==> config.mk <==
export PLATFORM = sky130hd
export DESIGN_NAME = min_max_contrast_stretch
export DESIGN_NICKNAME = d
export VERILOG_FILES = /design/src/rtl/mmcs_pkg.sv /design/src/rtl/min_max_contrast_stretch.sv /design/src/rtl/mmcs_lane.sv /design/src/rtl/mmcs_merge.sv
export SDC_FILE = /design/constraint.sdc
export NUM_CORES = 1
export LEC_CHECK = 0
export BUFFER_PORTS_ARGS = -buffer_cell sky130_fd_sc_hd__buf_4
export CELL_PAD_IN_SITES_DETAIL_PLACEMENT = 1
export CELL_PAD_IN_SITES_GLOBAL_PLACEMENT = 1
export CORE_AREA = 2 2 336 338
export CTS_BUF_LIST = sky130_fd_sc_hd__clkbuf_4 sky130_fd_sc_hd__clkbuf_8
export DETAILED_ROUTE_END_ITERATION = 12
export DIE_AREA = 0 0 338 340
export GPL_TIMING_DRIVEN = 1
export PLACE_DENSITY_LB_ADDON = 0.25
export SLEW_MARGIN = 0
export SYNTH_ARGS = -nofsm -noshare
export SYNTH_HDL_FRONTEND = slang
export SYNTH_SLANG_ARGS = --single-unit
==> constraint.sdc <==
create_clock -name clock -period 10.25 [get_ports clock]
set_input_delay 2.05 -clock clock [delete_from_list [all_inputs] [get_ports clock]]
set_output_delay 2.05 -clock clock [all_outputs]
set_load 0.02 [all_outputs]
==> src/rtl/mmcs_pkg.sv <==
package mmcs_pkg;

   // Default sample width
   localparam int SAMPLE_BITS_DEF = 16;

   // Stretched range is 0..255, one quotient bit per divide step
   localparam int QUOT_BITS = 8;
   localparam logic [QUOT_BITS-1:0] FULL_SCALE = 8'hFF;

   // Lane step counter: one prep step plus QUOT_BITS divide steps
   localparam int STEP_BITS = $clog2(QUOT_BITS + 2);

   // Latency from apply accept to lane done
   localparam int LANE_LATENCY = QUOT_BITS + 2;

   // Opcodes
   localparam logic OP_SCAN  = 1'b0;
   localparam logic OP_APPLY = 1'b1;

   typedef enum logic [1:0] {
      ST_IDLE,
      ST_RUN,
      ST_HOLD
   } state_type;

   // Control from the sequencer to the merge stage
   typedef struct packed {
      logic scan;
      logic frame_start;
      logic start;
      logic load;
   } mmcs_ctl_type;

endpackage

==> src/rtl/min_max_contrast_stretch.sv <==
// Scan word: taken every cycle while idle, no output, extrema updated at the accept edge.
// Apply word: later words stall until the result is loaded into the output register,
// computed by the 8-step restoring quotient loop in each of the three component lanes.
// A stalled output delays the return to idle until the output register frees.
// Reset (synchronous, active high): idle, colour_mode = 0, minimum all ones, maximum zero.
module min_max_contrast_stretch #(
   parameter int SAMPLE_BITS = mmcs_pkg::SAMPLE_BITS_DEF
) (
   input  logic        clock,
   input  logic        reset,
   input  logic        csr_write_en,
   input  logic        csr_write_data,
   input  logic        req_valid,
   output logic        req_stall,
   input  logic        req_opcode,
   input  logic        req_frame_start,
   input  logic [15:0] req_red_in,
   input  logic [15:0] req_green_in,
   input  logic [15:0] req_blue_in,
   output logic        rsp_valid,
   input  logic        rsp_stall,
   output logic [7:0]  rsp_red_out,
   output logic [15:0] rsp_green_out,
   output logic [15:0] rsp_blue_out
);
   import mmcs_pkg::*;

   state_type              state_ff;
   state_type              state_in;
   logic                   colour_mode_ff;
   mmcs_ctl_type           ctl;
   logic                   accept;
   logic                   out_free;
   logic                   red_done;
   logic                   green_done;
   logic                   blue_done;
   logic [SAMPLE_BITS-1:0] red_sample;
   logic [SAMPLE_BITS-1:0] green_sample;
   logic [SAMPLE_BITS-1:0] blue_sample;
   logic [SAMPLE_BITS-1:0] lo;
   logic [SAMPLE_BITS-1:0] hi;
   logic [QUOT_BITS-1:0]   red_quot;
   logic [QUOT_BITS-1:0]   green_quot;
   logic [QUOT_BITS-1:0]   blue_quot;

   // Take samples in their low SAMPLE_BITS bits
   assign red_sample   = SAMPLE_BITS'(req_red_in);
   assign green_sample = SAMPLE_BITS'(req_green_in);
   assign blue_sample  = SAMPLE_BITS'(req_blue_in);

   // Mode register
   always_ff @(posedge clock) begin
      if (reset) begin
         colour_mode_ff <= 1'b0;
      end else if (csr_write_en) begin
         colour_mode_ff <= csr_write_data;
      end
   end

   // Sequencer state
   always_ff @(posedge clock) begin
      if (reset) begin
         state_ff <= ST_IDLE;
      end else begin
         state_ff <= state_in;
      end
   end

   // Next state
   always_comb begin
      state_in = state_ff;
      unique case (state_ff)
         ST_IDLE: begin
            if (accept && (req_opcode == OP_APPLY)) begin
               state_in = ST_RUN;
            end
         end
         ST_RUN: begin
            if (red_done) begin
               state_in = out_free ? ST_IDLE : ST_HOLD;
            end
         end
         ST_HOLD: begin
            if (out_free) begin
               state_in = ST_IDLE;
            end
         end
         default: state_in = ST_IDLE;
      endcase
   end

   // Outputs of the sequencer
   always_comb begin
      req_stall       = (state_ff != ST_IDLE);
      accept          = req_valid && !req_stall;
      ctl.scan        = accept && (req_opcode == OP_SCAN);
      ctl.start       = accept && (req_opcode == OP_APPLY);
      ctl.frame_start = req_frame_start;
      ctl.load        = (((state_ff == ST_RUN) && red_done) || (state_ff == ST_HOLD))
                        && out_free;
   end

   // One lane per color component
   mmcs_lane #(.SAMPLE_BITS(SAMPLE_BITS)) u_lane_red (
      .clock  (clock),
      .reset  (reset),
      .start  (ctl.start),
      .sample (red_sample),
      .lo     (lo),
      .hi     (hi),
      .done   (red_done),
      .result (red_quot)
   );

   mmcs_lane #(.SAMPLE_BITS(SAMPLE_BITS)) u_lane_green (
      .clock  (clock),
      .reset  (reset),
      .start  (ctl.start),
      .sample (green_sample),
      .lo     (lo),
      .hi     (hi),
      .done   (green_done),
      .result (green_quot)
   );

   mmcs_lane #(.SAMPLE_BITS(SAMPLE_BITS)) u_lane_blue (
      .clock  (clock),
      .reset  (reset),
      .start  (ctl.start),
      .sample (blue_sample),
      .lo     (lo),
      .hi     (hi),
      .done   (blue_done),
      .result (blue_quot)
   );

   mmcs_merge #(.SAMPLE_BITS(SAMPLE_BITS)) u_merge (
      .clock         (clock),
      .reset         (reset),
      .ctl           (ctl),
      .colour_mode   (colour_mode_ff),
      .red_sample    (red_sample),
      .green_sample  (green_sample),
      .blue_sample   (blue_sample),
      .red_quot      (red_quot),
      .green_quot    (green_quot),
      .blue_quot     (blue_quot),
      .lo            (lo),
      .hi            (hi),
      .out_free      (out_free),
      .rsp_valid     (rsp_valid),
      .rsp_stall     (rsp_stall),
      .rsp_red_out   (rsp_red_out),
      .rsp_green_out (rsp_green_out),
      .rsp_blue_out  (rsp_blue_out)
   );

   // Lanes run in lockstep
   a_lanes_lockstep: assert property (@(posedge clock) disable iff (reset)
      (red_done == green_done) && (red_done == blue_done))
      else $error("lanes finished out of step");

   // Lane done follows each apply accept at the lane latency from the package
   a_lane_latency: assert property (@(posedge clock) disable iff (reset)
      ctl.start |-> ##(LANE_LATENCY) red_done)
      else $error("lane did not finish on time");

   // Lanes only finish while the sequencer waits for them
   a_done_in_run: assert property (@(posedge clock) disable iff (reset)
      red_done |-> (state_ff == ST_RUN))
      else $error("lane done outside run state");

endmodule

==> src/rtl/mmcs_lane.sv <==
module mmcs_lane #(
   parameter int SAMPLE_BITS = 16
) (
   input  logic                                 clock,
   input  logic                                 reset,
   input  logic                                 start,
   input  logic [SAMPLE_BITS-1:0]               sample,
   input  logic [SAMPLE_BITS-1:0]               lo,
   input  logic [SAMPLE_BITS-1:0]               hi,
   output logic                                 done,
   output logic [mmcs_pkg::QUOT_BITS-1:0]       result
);
   import mmcs_pkg::*;

   localparam int REM_BITS = SAMPLE_BITS + QUOT_BITS;
   localparam logic [STEP_BITS-1:0] STEP_PREP = STEP_BITS'(QUOT_BITS + 1);
   localparam logic [STEP_BITS-1:0] STEP_LAST = STEP_BITS'(1);
   localparam logic [STEP_BITS-1:0] STEP_NONE = STEP_BITS'(0);

   logic [STEP_BITS-1:0]   step_ff;
   logic                   done_ff;
   logic                   zero_ff;
   logic                   sat_ff;
   logic [SAMPLE_BITS-1:0] diff_ff;
   logic [SAMPLE_BITS-1:0] span_ff;
   logic [REM_BITS-1:0]    rem_ff;
   logic [REM_BITS-1:0]    dvs_ff;
   logic [QUOT_BITS-1:0]   quot_ff;

   logic                   above;
   logic [SAMPLE_BITS-1:0] diff_in;
   logic [SAMPLE_BITS-1:0] span_in;
   logic                   zero_in;
   logic                   fits;
   logic [REM_BITS-1:0]    rem_sub;
   logic [REM_BITS-1:0]    diff_wide;

   // Clamp the offset from the minimum, flag flat range or sample at or below it
   always_comb begin
      above   = sample > lo;
      diff_in = above ? sample - lo : '0;
      span_in = hi - lo;
      zero_in = !above || (hi <= lo);
   end

   // One restoring step: trial subtract of the shifted divisor
   always_comb begin
      fits      = rem_ff >= dvs_ff;
      rem_sub   = rem_ff - dvs_ff;
      diff_wide = REM_BITS'(diff_ff);
   end

   // Advance the step counter, pulse done after the last quotient bit
   always_ff @(posedge clock) begin
      if (reset) begin
         step_ff <= STEP_NONE;
         done_ff <= 1'b0;
      end else begin
         done_ff <= 1'b0;
         if (start) begin
            step_ff <= STEP_PREP;
         end else if (step_ff == STEP_PREP) begin
            step_ff <= STEP_BITS'(QUOT_BITS);
         end else if (step_ff != STEP_NONE) begin
            step_ff <= step_ff - STEP_LAST;
            if (step_ff == STEP_LAST) begin
               done_ff <= 1'b1;
            end
         end
      end
   end

   // Datapath: load offsets, form numerator diff*255, then one bit a step
   always_ff @(posedge clock) begin
      if (start) begin
         diff_ff <= diff_in;
         span_ff <= span_in;
         zero_ff <= zero_in;
      end else if (step_ff == STEP_PREP) begin
         rem_ff  <= (diff_wide << QUOT_BITS) - diff_wide;
         sat_ff  <= diff_ff >= span_ff;
         dvs_ff  <= REM_BITS'(span_ff) << (QUOT_BITS - 1);
         quot_ff <= '0;
      end else if (step_ff != STEP_NONE) begin
         if (fits) begin
            rem_ff <= rem_sub;
         end
         quot_ff <= {quot_ff[QUOT_BITS-2:0], fits};
         dvs_ff  <= dvs_ff >> 1;
      end
   end

   assign done   = done_ff;
   assign result = zero_ff ? '0 : (sat_ff ? FULL_SCALE : quot_ff);

endmodule

==> src/rtl/mmcs_merge.sv <==
module mmcs_merge #(
   parameter int SAMPLE_BITS = 16
) (
   input  logic                              clock,
   input  logic                              reset,
   input  mmcs_pkg::mmcs_ctl_type            ctl,
   input  logic                              colour_mode,
   input  logic [SAMPLE_BITS-1:0]            red_sample,
   input  logic [SAMPLE_BITS-1:0]            green_sample,
   input  logic [SAMPLE_BITS-1:0]            blue_sample,
   input  logic [mmcs_pkg::QUOT_BITS-1:0]    red_quot,
   input  logic [mmcs_pkg::QUOT_BITS-1:0]    green_quot,
   input  logic [mmcs_pkg::QUOT_BITS-1:0]    blue_quot,
   output logic [SAMPLE_BITS-1:0]            lo,
   output logic [SAMPLE_BITS-1:0]            hi,
   output logic                              out_free,
   output logic                              rsp_valid,
   input  logic                              rsp_stall,
   output logic [7:0]                        rsp_red_out,
   output logic [15:0]                       rsp_green_out,
   output logic [15:0]                       rsp_blue_out
);
   import mmcs_pkg::*;

   logic [SAMPLE_BITS-1:0] lo_ff;
   logic [SAMPLE_BITS-1:0] hi_ff;
   logic [SAMPLE_BITS-1:0] lo_in;
   logic [SAMPLE_BITS-1:0] hi_in;
   logic [15:0]            green_pass_ff;
   logic [15:0]            blue_pass_ff;
   logic                   rsp_valid_ff;
   logic [7:0]             red_out_ff;
   logic [15:0]            green_out_ff;
   logic [15:0]            blue_out_ff;

   logic [SAMPLE_BITS-1:0] base_lo;
   logic [SAMPLE_BITS-1:0] base_hi;
   logic [SAMPLE_BITS-1:0] gb_min;
   logic [SAMPLE_BITS-1:0] gb_max;
   logic [SAMPLE_BITS-1:0] cand_min;
   logic [SAMPLE_BITS-1:0] cand_max;

   // Merge the red sample (all three in colour mode) into the running extrema
   always_comb begin
      base_lo  = ctl.frame_start ? '1 : lo_ff;
      base_hi  = ctl.frame_start ? '0 : hi_ff;
      gb_min   = (green_sample < blue_sample) ? green_sample : blue_sample;
      gb_max   = (green_sample > blue_sample) ? green_sample : blue_sample;
      cand_min = red_sample;
      cand_max = red_sample;
      if (colour_mode) begin
         cand_min = (gb_min < red_sample) ? gb_min : red_sample;
         cand_max = (gb_max > red_sample) ? gb_max : red_sample;
      end
      lo_in = (cand_min < base_lo) ? cand_min : base_lo;
      hi_in = (cand_max > base_hi) ? cand_max : base_hi;
   end

   // Update extrema on a scan word
   always_ff @(posedge clock) begin
      if (reset) begin
         lo_ff <= '1;
         hi_ff <= '0;
      end else if (ctl.scan) begin
         lo_ff <= lo_in;
         hi_ff <= hi_in;
      end
   end

   // Hold grey-mode pass-through components for the word in flight
   always_ff @(posedge clock) begin
      if (ctl.start) begin
         green_pass_ff <= 16'(green_sample);
         blue_pass_ff  <= 16'(blue_sample);
      end
   end

   // Output register: fill on load, drop when taken
   always_ff @(posedge clock) begin
      if (reset) begin
         rsp_valid_ff <= 1'b0;
      end else if (ctl.load) begin
         rsp_valid_ff <= 1'b1;
      end else if (!rsp_stall) begin
         rsp_valid_ff <= 1'b0;
      end
   end

   always_ff @(posedge clock) begin
      if (ctl.load) begin
         red_out_ff <= red_quot;
         if (colour_mode) begin
            green_out_ff <= 16'(green_quot);
            blue_out_ff  <= 16'(blue_quot);
         end else begin
            green_out_ff <= green_pass_ff;
            blue_out_ff  <= blue_pass_ff;
         end
      end
   end

   assign lo            = lo_ff;
   assign hi            = hi_ff;
   assign out_free      = !rsp_valid_ff || !rsp_stall;
   assign rsp_valid     = rsp_valid_ff;
   assign rsp_red_out   = red_out_ff;
   assign rsp_green_out = green_out_ff;
   assign rsp_blue_out  = blue_out_ff;

   // A pending word is never overwritten
   a_no_overwrite: assert property (@(posedge clock) disable iff (reset)
      ctl.load |-> (!rsp_valid_ff || !rsp_stall))
      else $error("output word overwritten while stalled");

   // After any scan the range is never inverted
   a_range_order: assert property (@(posedge clock) disable iff (reset)
      ctl.scan |=> (hi_ff >= lo_ff))
      else $error("maximum below minimum after scan");

   // Extrema move only on scans
   a_extrema_hold: assert property (@(posedge clock) disable iff (reset)
      !ctl.scan |=> ($stable(lo_ff) && $stable(hi_ff)))
      else $error("extrema changed without a scan");

endmodule

==> run metrics <==
core area=0.112 mm²; async set-reset flop share out of synthesis=0%; die height=340 µm; Seq cells post-synth=356; share of layout cells above drive strength 1=11.6%; met3 WL post-DR=3.10 mm; worst path buffer plus inverter count=5; via count=20,439; # IOs=98; width of the die=338 µm; synth warn=0; synth unique cells=89; # setup viols final=0; CP Max Fanout=18; root buffer selected by CTS=clkbuf_8; RSZ-0062 raised after global routing=no; Layout Skew=0.0323 ns; nets@finish=3,176; syn_nets=3,049; postcts setup bufs=0; Seq/Total Area, Yosys=40.1%; Via density=4.66; uppermost layer routed=met4; crit path capture type=flip-flop; row count=123; WP depth=29; Netlist Area Pre-Place=0.0255 mm²; instance count of the mapped netlist=2,692; DR pass1 iterations=5; CTS tree=yes; Total Wirelength=89.3 mm; R2R setup slack=5.39 ns; global-route wire length before repair=135 mm; max cap viols=0; I/O Buffers=97; WP data required=10.84 ns; top_reg_cell synth=edfxtp_1; Detail Placement HPWL=68.8 mm; Final min period=8.50 ns; gpl congestion=0.840; post-synth top area share=36.2%; initial antenna violation count=2; pre-CTS setup slack=0.985 ns; crit path from=req_blue_in[15]; TritonCTS Buffers=76; CTS HTree Levels=3; Clock Path Buffers=3; reg-to-reg critical path startpoint=colour_mode_ff$_SDFFE_PP0P_; vias in the first global route=21,415; die area=0.115 mm²; top cells by instance count after synthesis=edfxtp_1 (307), ha_1 (294), nor2_1 (251), nand2_1 (239), inv_1 (234); post_cts resized=0; final setup margin=1.75 ns; Worst Setup Path Type=input port to flip-flop; top cells by area, synth=edfxtp_1 (36%), ha_1 (14%), dfxtp_1 (3.9%); Fillers=12,967; Initial Util=22.8%; worst-margin pin slew=1.20 ns; total power=8.26 mW; setup tns final=0 ns; Worst-Skew Late Latency=0.73 ns; M1 WL=42.1 mm; R2R depth=18; Slew Viols, Final=0; CTS Hold Buffers Added=0; antenna-violating nets left=0; most common cell in the netlist=edfxtp_1; HP Start=state_ff[1]$_SDFFE_PP0P_; r2r endpoint=u_merge.lo[10]$_SDFFE_PP1P_; max incr delay on CP=0.79 ns; grt total ovfl=0; routed len/inst=20.4 µm; CP top delay family=compound AO/OA/AOI/OAI gates; routed wl met2=40.9 mm; LEAKAGE=12.1 nW; final hold vios=0; Initial DRC Count=1,132; peak supply drop=0.101 mV; WP data arrival=9.09 ns; Avg Cell Area, Syn=9.46 µm²; startpoint types=input port; Pwr per Cell Area=279 mW/mm²; area grow syn2layout=16.4%; clock sinks=356; Remaining DRCs=0; Yosys top cell by area=edfxtp_1; outcome=finished, final reports clean; crit path to=u_merge.hi[8]$_SDFFE_PP0P_; Max Freq=0.118 GHz; period utilization=82.9%; critical path's most frequent cell=buf_4; slowest CP cell=a31oi_1; largest net degree at the start of global routing=63; Post-synth EDFFs=307; GRT Resource Usage Total=15.6%; Rel. slew slack=20.0%; Clock transition at path regs=0.05 ns; Hold Crit Class=flip-flop to flip-flop
==> metrics by stage <==
step	util, %	instance area [µm²]	hold slack (ns)	instances
after global placement	25.1	28000	0.458	4241
after floorplan	-	25500	0.432	2692
after global routing	26.6	29600	0.487	4382
after CTS	26.6	29600	0.464	4381
after detailed placement	25.1	28000	0.456	4241
final	26.6	29600	0.466	4382
==> final cells by class <==
type	count	area [µm²]	share of cell area [%]
diodes	1	2.50	0.00845
clock buffers	104	1290	4.35
clock inverters	36	327	1.10
inverters	235	885	2.99
multi-input cells	2031	14200	47.8
flip-flops and latches	356	10200	34.4
well taps	1500	1880	6.33
repair buffers	119	893	3.02
==> cell families after synthesis <==
| family | after synthesis | share of synthesized area (%) |
|---|---|---|
| and+or+nand+nor | 855 | 16.1 |
| AOI/OAI and AO/OA | 696 | 17.8 |
| DFF | 356 | 40.1 |
| buffers and inverters | 305 | 4.58 |
| adders and majority gates | 301 | 15.0 |
| xor gates and xnor gates | 144 | 4.95 |
| muxes | 35 | 1.54 |
==> how the worst min path moves through the flow <==
stage                     depth (start not counted)                         end
after global routing                              1  u_merge.hi[0]$_SDFFE_PP0P_
after CTS                                         1    state_ff[0]$_SDFFE_PP0P_
final                                             1    state_ff[0]$_SDFFE_PP0P_
after detailed placement                          1    state_ff[0]$_SDFFE_PP0P_
after floorplan                                   1  u_merge.hi[0]$_SDFFE_PP0P_
after global placement                            1    state_ff[0]$_SDFFE_PP0P_
==> sequential cells by signal, indices dropped and copies added, names as in the netlist, 8 cells and up <==
| signal | cells |
|---|---|
| u_merge.rsp_red_out | 8 |
| u_merge.blue_pass_ff | 16 |
| u_lane_red.quot_ff | 8 |
| u_lane_green.quot_ff | 8 |
| u_merge.green_pass_ff | 16 |
| u_lane_red.dvs_ff | 23 |
| u_merge.rsp_blue_out | 16 |
| u_lane_green.diff_ff | 16 |
| u_merge.rsp_green_out | 16 |
| u_lane_blue.rem_ff | 24 |
| u_lane_blue.diff_ff | 16 |
| u_merge.lo | 16 |
| u_lane_blue.span_ff | 16 |
| u_lane_green.rem_ff | 24 |
| u_lane_green.dvs_ff | 23 |
| u_lane_red.diff_ff | 16 |
| u_merge.hi | 16 |
| u_lane_red.rem_ff | 24 |
| u_lane_blue.quot_ff | 8 |
| u_lane_blue.dvs_ff | 23 |
==> placed cells by master (no fill, tap or decap), types with 45 or more instances in the layout <==
cell / Yosys / routed
a21o_1: 58 / 58
a21oi_1: 180 / 179
buf_4: 0 / 119
clkbuf_8: 0 / 81
dfxtp_1: 49 / 49
edfxtp_1: 307 / 307
ha_1: 294 / 294
inv_1: 234 / 234
nand2_1: 239 / 239
nor2_1: 251 / 248
nor2b_1: 56 / 56
nor3_1: 70 / 70
o21a_1: 45 / 45
o21ai_0: 182 / 182
xnor2_1: 95 / 95
xor2_1: 49 / 49
==> report_power, final <==
group,total (mW),internal [mW],switching [mW],leakage (nW)
combinational,4.00,1.58,2.42,7.92
clock,1.69,0.948,0.739,0.837
sequential,2.57,2.38,0.195,3.33
total,8.26,4.90,3.36,12.1
==> routing by layer <==
layer	GRT usage [%]	vias to the layer above
met4	6.41	0
met5	0	-
li1	-	10051
met1	20.7	9939
met3	2.36	139
met2	25.3	310
==> worst register-to-register path: stages, from the launching register on <==
cell       delay (ns)
dfxtp_1          0.30
buf_4            0.24
inv_1            0.08
buf_4            0.24
a2111oi_4        0.37
a21boi_0         0.31
a31o_2           0.55
o21a_1           0.21
inv_1            0.05
ha_1             0.31
a21o_1           0.16
a21o_1           0.18
a31oi_1          0.24
or3_1            0.17
a311oi_1         0.05
or3_4            0.39
nor4_4           0.48
buf_4            0.32
a2bb2oi_2        0.07
Note: power is estimated with default switching activity, not from simulation.
